**config.mk**
```make
export PLATFORM = sky130hd
export DESIGN_NAME = rgb_to_hsv_converter
export DESIGN_NICKNAME = d
export VERILOG_FILES = /design/src/hdl/hsv_pkg.sv /design/src/hdl/hsv_front.sv /design/src/hdl/hsv_div.sv /design/src/hdl/rgb_to_hsv_converter.sv
export SDC_FILE = /design/constraint.sdc
export NUM_CORES = 2
export LEC_CHECK = 0
export BUFFER_PORTS_ARGS = -buffer_cell sky130_fd_sc_hd__buf_2
export CELL_PAD_IN_SITES_DETAIL_PLACEMENT = 0
export CELL_PAD_IN_SITES_GLOBAL_PLACEMENT = 1
export CORE_UTILIZATION = 30
export DETAILED_ROUTE_END_ITERATION = 7
export MAX_ROUTING_LAYER = met4
export PLACE_DENSITY = 0.61
export SETUP_SLACK_MARGIN = 0.5
export SYNTH_ARGS = -nofsm -noshare
export SYNTH_HDL_FRONTEND = slang
export SYNTH_SLANG_ARGS = --single-unit
```
**constraint.sdc**
```tcl
create_clock -name aclk -period 18.3 [get_ports aclk]
set_input_delay 4.575 -clock aclk [delete_from_list [all_inputs] [get_ports aclk]]
set_output_delay 4.575 -clock aclk [all_outputs]
set_load 0.03 [all_outputs]
```
**src/hdl/hsv_pkg.sv**
```systemverilog
// Shared types and constants for the RGB to HSV converter.
package hsv_pkg;

    localparam int CHAN_W    = 8;
    localparam int OUT_W     = 15;
    localparam int NUM_W     = 23;     // widest dividend: 25600 * 255
    localparam int QUO_W     = 15;     // widest quotient: 25600
    localparam int HUE_W     = 16;     // hue sum before the wrap
    localparam int DIV_LANES = 2;

    localparam int LANE_HUE = 0;
    localparam int LANE_SAT = 1;

    localparam int HUE_FULL  = 23040;  // 360 deg * 64
    localparam int HUE_SIXTY = 3840;   // 60 deg * 64
    localparam int PCT_FULL  = 25600;  // 100 % * 256
    localparam int CHAN_MAX  = 255;

    // brightness = floor(max * VAL_MUL / 2^VAL_SHIFT), exact for max 0..255;
    // VAL_MUL = 25600 * ceil(2^31 / 255)
    localparam longint unsigned VAL_MUL = 64'd215590528000;
    localparam int VAL_SHIFT  = 31;
    localparam int VAL_PROD_W = 46;    // 255 * VAL_MUL < 2^46

    typedef enum logic [1:0] {
        SEC_GREY,
        SEC_RED,
        SEC_GREEN,
        SEC_BLUE
    } hsv_sector_t;

    typedef struct packed {
        hsv_sector_t       sector;
        logic              black;
        logic [OUT_W-1:0]  val;
    } hsv_side_t;

    typedef struct packed {
        logic [NUM_W-1:0]  num;
        logic [CHAN_W-1:0] den;
    } hsv_div_op_t;

    typedef hsv_div_op_t [DIV_LANES-1:0] hsv_div_ops_t;

    typedef logic [DIV_LANES-1:0][QUO_W-1:0] hsv_quo_t;

endpackage

```
**src/hdl/hsv_front.sv**
```systemverilog
// Front end: max/min search, hue sector choice, brightness and divider operand setup.
module hsv_front (
    input  logic                              aclk,
    input  logic                              aresetn,
    input  logic                              in_valid,
    output logic                              in_ready,
    input  logic [hsv_pkg::CHAN_W-1:0]        in_red,
    input  logic [hsv_pkg::CHAN_W-1:0]        in_green,
    input  logic [hsv_pkg::CHAN_W-1:0]        in_blue,
    output logic                              out_valid,
    input  logic                              out_ready,
    output hsv_pkg::hsv_div_ops_t             out_ops,
    output hsv_pkg::hsv_side_t                out_side
);

    // stage 1: channels plus max/min
    logic                       v1_reg, v1_next;
    logic [hsv_pkg::CHAN_W-1:0] r1_reg, g1_reg, b1_reg;
    logic [hsv_pkg::CHAN_W-1:0] mx1_reg, mx1_next, mn1_reg, mn1_next;
    logic                       rdy1, rdy2;

    // stage 2: divider operands
    logic                       v2_reg, v2_next;
    hsv_pkg::hsv_div_ops_t      ops2_reg, ops2_next;
    hsv_pkg::hsv_side_t         side2_reg, side2_next;

    logic [hsv_pkg::CHAN_W-1:0]     diff, opa, opb;
    logic [hsv_pkg::CHAN_W:0]       hue_off;
    logic [hsv_pkg::VAL_PROD_W-1:0] val_prod;

    assign rdy1     = !v1_reg || rdy2;
    assign rdy2     = !v2_reg || out_ready;
    assign in_ready = rdy1;

    always_comb begin
        mx1_next = in_red;
        mn1_next = in_red;
        if (in_green > mx1_next) mx1_next = in_green;
        if (in_blue  > mx1_next) mx1_next = in_blue;
        if (in_green < mn1_next) mn1_next = in_green;
        if (in_blue  < mn1_next) mn1_next = in_blue;
        v1_next = rdy1 ? in_valid : v1_reg;
    end

    always_ff @(posedge aclk) begin
        if (!aresetn) begin
            v1_reg <= 1'b0;
        end else begin
            v1_reg <= v1_next;
        end
        if (rdy1 && in_valid) begin
            r1_reg  <= in_red;
            g1_reg  <= in_green;
            b1_reg  <= in_blue;
            mx1_reg <= mx1_next;
            mn1_reg <= mn1_next;
        end
    end

    // red beats green beats blue on a tied max
    always_comb begin
        diff = mx1_reg - mn1_reg;
        priority if (diff == '0) begin
            side2_next.sector = hsv_pkg::SEC_GREY;
            opa = g1_reg;
            opb = b1_reg;
        end else if (mx1_reg == r1_reg) begin
            side2_next.sector = hsv_pkg::SEC_RED;
            opa = g1_reg;
            opb = b1_reg;
        end else if (mx1_reg == g1_reg) begin
            side2_next.sector = hsv_pkg::SEC_GREEN;
            opa = b1_reg;
            opb = r1_reg;
        end else begin
            side2_next.sector = hsv_pkg::SEC_BLUE;
            opa = r1_reg;
            opb = g1_reg;
        end
        side2_next.black = (mx1_reg == '0);

        // divide by 255 through a reciprocal multiply
        val_prod = hsv_pkg::VAL_PROD_W'(mx1_reg) * hsv_pkg::VAL_PROD_W'(hsv_pkg::VAL_MUL);
        side2_next.val = val_prod[hsv_pkg::VAL_SHIFT +: hsv_pkg::OUT_W];

        // a - b offset by diff, never negative
        hue_off = {1'b0, opa} + {1'b0, diff} - {1'b0, opb};

        ops2_next[hsv_pkg::LANE_HUE].num =
            hsv_pkg::NUM_W'(hue_off) * hsv_pkg::NUM_W'(hsv_pkg::HUE_SIXTY);
        ops2_next[hsv_pkg::LANE_HUE].den = diff;
        ops2_next[hsv_pkg::LANE_SAT].num =
            hsv_pkg::NUM_W'(diff) * hsv_pkg::NUM_W'(hsv_pkg::PCT_FULL);
        ops2_next[hsv_pkg::LANE_SAT].den = mx1_reg;

        v2_next = rdy2 ? v1_reg : v2_reg;
    end

    always_ff @(posedge aclk) begin
        if (!aresetn) begin
            v2_reg <= 1'b0;
        end else begin
            v2_reg <= v2_next;
        end
        if (rdy2 && v1_reg) begin
            ops2_reg  <= ops2_next;
            side2_reg <= side2_next;
        end
    end

    assign out_valid = v2_reg;
    assign out_ops   = ops2_reg;
    assign out_side  = side2_reg;

endmodule

```
**src/hdl/hsv_div.sv**
```systemverilog
// Pipelined restoring divider, hue and saturation lanes, one quotient bit per stage.
module hsv_div (
    input  logic                  aclk,
    input  logic                  aresetn,
    input  logic                  in_valid,
    output logic                  in_ready,
    input  hsv_pkg::hsv_div_ops_t in_ops,
    input  hsv_pkg::hsv_side_t    in_side,
    output logic                  out_valid,
    input  logic                  out_ready,
    output hsv_pkg::hsv_quo_t     out_quo,
    output hsv_pkg::hsv_side_t    out_side
);

    localparam int NST = hsv_pkg::QUO_W;

    logic                  v_reg    [NST];
    hsv_pkg::hsv_div_ops_t part_reg [NST];   // num holds the running remainder
    hsv_pkg::hsv_quo_t     quo_reg  [NST];
    hsv_pkg::hsv_side_t    side_reg [NST];
    logic [NST:0]          rdy;

    assign rdy[NST] = out_ready;
    assign in_ready = rdy[0];

    for (genvar k = 0; k < NST; k++) begin : g_stage
        localparam int BIT = NST - 1 - k;

        logic                  v_in, v_next;
        hsv_pkg::hsv_div_ops_t part_in, part_next;
        hsv_pkg::hsv_quo_t     quo_in, quo_next;
        hsv_pkg::hsv_side_t    side_in;
        logic [hsv_pkg::DIV_LANES-1:0][hsv_pkg::NUM_W-1:0] shifted;

        if (k == 0) begin : g_first
            assign v_in    = in_valid;
            assign part_in = in_ops;
            assign quo_in  = '0;
            assign side_in = in_side;
        end else begin : g_next
            assign v_in    = v_reg[k-1];
            assign part_in = part_reg[k-1];
            assign quo_in  = quo_reg[k-1];
            assign side_in = side_reg[k-1];
        end

        assign rdy[k] = !v_reg[k] || rdy[k+1];

        always_comb begin
            part_next = part_in;
            quo_next  = quo_in;
            for (int l = 0; l < hsv_pkg::DIV_LANES; l++) begin
                shifted[l] = hsv_pkg::NUM_W'(part_in[l].den) << BIT;
                if (part_in[l].num >= shifted[l]) begin
                    part_next[l].num = part_in[l].num - shifted[l];
                    quo_next[l][BIT] = 1'b1;
                end
            end
            v_next = rdy[k] ? v_in : v_reg[k];
        end

        always_ff @(posedge aclk) begin
            if (!aresetn) begin
                v_reg[k] <= 1'b0;
            end else begin
                v_reg[k] <= v_next;
            end
            if (rdy[k] && v_in) begin
                part_reg[k] <= part_next;
                quo_reg[k]  <= quo_next;
                side_reg[k] <= side_in;
            end
        end
    end

    assign out_valid = v_reg[NST-1];
    assign out_quo   = quo_reg[NST-1];
    assign out_side  = side_reg[NST-1];

endmodule

```
**src/hdl/rgb_to_hsv_converter.sv**
```systemverilog
// RGB to HSV converter: top level with the hue finish stage and output register.
//
// Converts one 8-bit RGB pixel per transaction into hue (degrees*64, 0..23039),
// saturation and brightness (percent*256, 0..25600), all floored exactly. The
// block takes a new pixel every clock when nothing stalls and carries no state
// between pixels. A pixel passes through, in order, these registered stages:
// two front-end stages (max/min, then sector choice, operand setup and the
// brightness divide by 255 done as a reciprocal multiply), fifteen divider
// stages (one quotient bit per stage, hue and saturation lanes side by side,
// brightness riding along), and the output register where hue gets its sector
// offset and the wrap at 360 degrees. Every stage carries its own valid bit and
// only holds when the stage after it is full and stalled, so bubbles close up
// and s_ready stays high while any stage has room. Grey pixels give hue 0;
// black gives saturation 0; on a tied maximum red wins over green over blue.
module rgb_to_hsv_converter (
    input  logic                              aclk,
    input  logic                              aresetn,
    input  logic                              s_valid,
    output logic                              s_ready,
    input  logic [hsv_pkg::CHAN_W-1:0]        s_red,
    input  logic [hsv_pkg::CHAN_W-1:0]        s_green,
    input  logic [hsv_pkg::CHAN_W-1:0]        s_blue,
    output logic                              m_valid,
    input  logic                              m_ready,
    output logic [hsv_pkg::OUT_W-1:0]         m_hue,
    output logic [hsv_pkg::OUT_W-1:0]         m_saturation,
    output logic [hsv_pkg::OUT_W-1:0]         m_brightness
);

    // front end to divider
    logic                  fe_valid, fe_ready;
    hsv_pkg::hsv_div_ops_t fe_ops;
    hsv_pkg::hsv_side_t    fe_side;

    // divider to output stage
    logic                  dv_valid, dv_ready;
    hsv_pkg::hsv_quo_t     dv_quo;
    hsv_pkg::hsv_side_t    dv_side;

    // output register
    logic                       m_valid_reg, m_valid_next;
    logic [hsv_pkg::OUT_W-1:0]  hue_reg, hue_next;
    logic [hsv_pkg::OUT_W-1:0]  sat_reg, sat_next;
    logic [hsv_pkg::OUT_W-1:0]  val_reg, val_next;

    logic [hsv_pkg::HUE_W-1:0]  hue_base, hue_sum;

    hsv_front u_front (
        .aclk      (aclk),
        .aresetn   (aresetn),
        .in_valid  (s_valid),
        .in_ready  (s_ready),
        .in_red    (s_red),
        .in_green  (s_green),
        .in_blue   (s_blue),
        .out_valid (fe_valid),
        .out_ready (fe_ready),
        .out_ops   (fe_ops),
        .out_side  (fe_side)
    );

    hsv_div u_div (
        .aclk      (aclk),
        .aresetn   (aresetn),
        .in_valid  (fe_valid),
        .in_ready  (fe_ready),
        .in_ops    (fe_ops),
        .in_side   (fe_side),
        .out_valid (dv_valid),
        .out_ready (dv_ready),
        .out_quo   (dv_quo),
        .out_side  (dv_side)
    );

    // output stage takes a transaction when empty or being drained
    assign dv_ready = !m_valid_reg || m_ready;

    always_comb begin
        unique case (dv_side.sector)
            hsv_pkg::SEC_RED:   hue_base = hsv_pkg::HUE_W'(hsv_pkg::HUE_FULL);
            hsv_pkg::SEC_GREEN: hue_base = hsv_pkg::HUE_W'(2 * hsv_pkg::HUE_SIXTY);
            hsv_pkg::SEC_BLUE:  hue_base = hsv_pkg::HUE_W'(4 * hsv_pkg::HUE_SIXTY);
            default:            hue_base = '0;
        endcase

        // quotient is 3840*(a-b)/diff offset by one sixty-degree step
        hue_sum = hue_base + hsv_pkg::HUE_W'(dv_quo[hsv_pkg::LANE_HUE])
                  - hsv_pkg::HUE_W'(hsv_pkg::HUE_SIXTY);
        if (hue_sum >= hsv_pkg::HUE_W'(hsv_pkg::HUE_FULL)) begin
            hue_sum = hue_sum - hsv_pkg::HUE_W'(hsv_pkg::HUE_FULL);
        end

        if (dv_side.sector == hsv_pkg::SEC_GREY) begin
            hue_next = '0;
        end else begin
            hue_next = hue_sum[hsv_pkg::OUT_W-1:0];
        end

        sat_next = dv_side.black ? '0 : dv_quo[hsv_pkg::LANE_SAT];
        val_next = dv_side.val;

        m_valid_next = dv_ready ? dv_valid : m_valid_reg;
    end

    always_ff @(posedge aclk) begin
        if (!aresetn) begin
            m_valid_reg <= 1'b0;
        end else begin
            m_valid_reg <= m_valid_next;
        end
        if (dv_ready && dv_valid) begin
            hue_reg <= hue_next;
            sat_reg <= sat_next;
            val_reg <= val_next;
        end
    end

    assign m_valid      = m_valid_reg;
    assign m_hue        = hue_reg;
    assign m_saturation = sat_reg;
    assign m_brightness = val_reg;

    // hue always lands below 360 degrees after the wrap
    a_hue_range : assert property (@(posedge aclk) disable iff (!aresetn)
        m_valid |-> (m_hue < hsv_pkg::OUT_W'(hsv_pkg::HUE_FULL)))
        else $error("hue out of range");

    // saturation and brightness never exceed 100 percent
    a_pct_range : assert property (@(posedge aclk) disable iff (!aresetn)
        m_valid |-> (m_saturation <= hsv_pkg::OUT_W'(hsv_pkg::PCT_FULL)) &&
                    (m_brightness <= hsv_pkg::OUT_W'(hsv_pkg::PCT_FULL)))
        else $error("percent out of range");

    // input backpressure only when the whole pipe is full behind a stalled output
    a_full_stall : assert property (@(posedge aclk) disable iff (!aresetn)
        !s_ready |-> (m_valid && !m_ready && fe_valid && dv_valid))
        else $error("input stalled with room in the pipeline");

endmodule
```
==> impl_metrics.csv <==
group,metric,value,unit
cts,cts-root-buf,"clkbuf_16",
synth,synth_cell_type_count,86,
synth,ys_seq_area_share,62.98,%
synth,yosys_warnings,0,
setup_path,rrSetupSlack,9.37,ns
synth,synth_fp_nets,5305,
setup_path,cp_max_fo,8,
cells_and_area,layout-drive-gt1-share,8.404,%
placement,gp_congestion,0.8169,
setup_path,r2r-start,"u_front.mx1_reg[0]",
cts,ctsResizeCount,0,
pwr,p_sw,3172,µW
cts,cts_buffers,149,
die,num_rows,169,
hold_path,worstHoldEndpoint,"u_div.quo_reg[5][13]",
pwr,p_sw_share,31.20,%
synth,synthArstFlopShare,0,%
drt,wirelength,107.9,mm
timing,finClkSkew,0.04343,ns
cells_and_area,largest_reg_flops,680,
drt,drt-pass1-iter-count,7,
pwr,p_leak,0.02640,µW
global_route,grt_pass1_wl,179.2,mm
timing,slew_viol_final,0,
die,die_y,464.2,µm
cts,hold_buffers,0,
cells_and_area,nNetsFinal,5494,
setup_path,startpoint_type,"primary input",
timing,fmax,85.75,MHz
setup_path,path_cells,"buf_2, nor2b_1, and3_1, and3_1, and3_1, and3_1, and2_1, nand2_1, buf_2",
hold_path,whs_path_depth,0,
pwr,ir_drop,0.5588,mV
drt,num_vias,34890,
drt,first_iter_violations,1388,
synth,synth_edf_count,1333,
setup_path,critical_path.slowest_cell,"and3_1",
die,ios,75,
setup_path,crit_arrival,7.09,ns
synth,synth_cells,4798,
timing,setup_tns,0,ns
placement,place_inst,7657,
pwr,pwr_density_cell,139.3,nW/µm²
cells_and_area,final_cells,7926,
global_route,grt_usage,10.37,%
global_route,grt_max_degree,83,
cts,cts_setup_buffers,0,
synth,synth_area,64100,µm²
setup_path,required,13.73,ns
timing,slew_headroom,20.78,%
timing,layout_min_cycle_time,11.66,ns
timing,worst_pin_slew,1.183,ns
cts,clockBufferDepth,3,
pwr,power_frac_clock,28.8,%
synth,ys_ff_latch,1350,
setup_path,path_common_cell,"and3_1",
synth,avgSynthCellArea,13.36,µm²
timing,period_share,63.72,%
global_route,first_global_vias,36250,
cts,cts_tree,"built",
pwr,comb_power_share,34.1,%
cts,cts_sinks,1350,
hold_path,hold_class,"reg -> reg",
cts,clk_pin_slew,0.06,ns
timing,final-setup-viol-count,0,
outcome,status,"complete, but fails checks",
drt,post_drt_wl_per_cell,13.62,µm
placement,portBuffers,74,
cells_and_area,antenna-diode-count,0,
global_route,grt_antenna_before_repair,1,
pwr,p_int,6993,µW
setup_path,reg2reg_to,"u_front.out_ops[28]",
global_route,overflow,0,
placement,dp.final_hpwl,80.84,mm
cells_and_area,area_delta_synth_final,13.80,%
timing,hold_violations,0,
hold_path,holdCritStartpoint,"u_div.quo_reg[4][13]",
die,initial_core_util,30.19,%
drt,ant_nets,0,
drt,remaining_drc_errors,13,
timing,rsz0062_at_grt,"no",
setup_path,worstSetupPathType,"in -> out",
die,dieArea,215500,µm²
setup_path,critPathMaxStageDelay,0.46,ns
cts,clkLatencyLatePin,0.78,ns
synth,synth_ff_type,"edfxtp_1",
setup_path,crit_path_end_kind,"primary output",
pwr,sequentialPowerShare,37.1,%
drt,vias_per_cell,4.402,
die,fp.dieW,464.2,µm
cts,cts-htree-levels,4,
job,maxCapViolCount,0,
setup_path,ff2ff_path_depth,30,
outcome,failed_checks,"design-rule violations",
die,coreArea,212300,µm²
[routing by layer]
layer  global-route usage (%)  share of wire, %  up-vias
met1                    11.02                42    16410
met5                        -                 0        -
met2                    18.81                52      403
met3                    1.955               3.0      221
li1                         -                 -    17860
met4                    4.113               3.2        0
[critical path: cells and delay by family]
family,cells,cell delay [ns]
buf+inv,2,0.28
simple gates,7,2.23
[cell usage in the layout (no fill, tap or decap), types with 17 or more instances in the layout]
cell type / n
or3_1: 52
dfxtp_1: 17
a211oi_1: 18
nor4_1: 62
nor2b_1: 102
clkbuf_1: 25
a21boi_0: 27
mux2_2: 47
and3_1: 17
o21ai_0: 264
nand2_1: 255
nand2b_1: 71
clkinv_1: 38
a21oi_1: 209
clkbuf_16: 149
a21o_1: 61
buf_4: 27
o21bai_1: 19
fa_1: 72
xnor2_1: 168
mux2i_1: 52
or4_1: 20
nor3_1: 116
nand3_1: 45
ha_1: 407
o21a_1: 66
xor2_1: 194
buf_2: 74
nand4_1: 48
nor2_1: 259
edfxtp_1: 1333
or2_2: 21
o31ai_1: 32
inv_1: 488
[logic make-up (layout without fill, tap and decap cells)]
group	after synthesis	after routing	synth area share [%]
flops	1350	1350	62.98
buf+inv	552	859	3.277
simple gates	1156	1156	9.285
mux	101	101	1.685
compound gates	798	798	7.638
xor+xnor	362	362	4.946
fa+ha+maj	479	479	10.19
[power by group through the flow]
stage	logic (µW)	clock network [µW]	registers [µW]
after floorplan	2870	0	3820
after global placement	3490	0	3840
after detailed placement	3530	0	3840
after CTS	3550	3040	3780
after global routing	4070	3150	3780
final	3470	2920	3770
[stage by stage]
step | instance area (µm²) | setup WS (ns) | hold WS, ns | power (µW) | utilization [%]
final | 72950 | 6.639 | 0.4015 | 10160 | 34.36
after global routing | 72950 | 6.450 | 0.4119 | 11000 | 34.36
after CTS | 72950 | 6.641 | 0.4000 | 10360 | 34.36
after detailed placement | 68090 | 6.634 | 0.4045 | 7371 | 32.07
after global placement | 68090 | 6.658 | 0.4011 | 7333 | 32.07
after floorplan | 64100 | 5.335 | 0.4003 | 6685 | -
[cell usage after synthesis, types with 6 or more instances]
cell type,instances,area (µm²)
a21oi_1,210,1051
xor2_1,194,1699
o31a_1,9,78.83
xnor2_1,168,1471
mux2_2,47,529.3
nand4_1,48,300.3
dfxtp_1,17,340.3
o21bai_1,19,142.6
nor3b_1,6,45.04
mux2i_1,52,520.5
nor4_1,62,387.9
nand3_1,45,225.2
or4_1,20,150.1
nand2_1,255,957.2
inv_1,488,1832
nand3b_1,12,90.09
nor3_1,117,585.6
and3_1,17,106.4
o21ai_0,264,1321
edfxtp_1,1333,40030
ha_1,407,5092
a2111oi_0,8,70.07
a211oi_1,18,135.1
or2_2,21,131.4
clkbuf_1,50,187.7
fa_1,72,1441
or3_1,52,325.3
a21boi_0,29,217.7
nand4b_1,8,70.07
o31ai_1,32,240.2
nor4b_1,9,78.83
a31o_2,6,52.55
o21a_1,66,495.5
nor2_1,259,972.2
nor2b_1,114,713.2
and2_1,12,75.07
o211ai_1,8,60.06
buf_2,7,35.03
nand2b_1,71,444.2
a21o_1,61,457.9
a31oi_1,14,87.58
[cell type report]
cell class,count,area (µm²)
Inverter,489,1836
Tap cell,2821,3530
Multi-Input combinational cell,2896,21780
Clock inverter,95,1037
Timing Repair Buffer,101,573.1
Clock buffer,174,3822
Fill cell,20600,139400
Sequential cell,1350,40370
[worst max path at each step]
stage | startpoint | slack [ns] | cells past startpoint | to
after global placement | m_ready | 6.66 | 9 | s_ready
after CTS | m_ready | 6.64 | 9 | s_ready
after floorplan | m_ready | 5.34 | 3 | u_div.part_reg[12][0]
final | m_ready | 6.64 | 9 | s_ready
after global routing | m_ready | 6.45 | 9 | s_ready
after detailed placement | m_ready | 6.63 | 9 | s_ready
No activity file was read; power rests on OpenSTA's default activity.
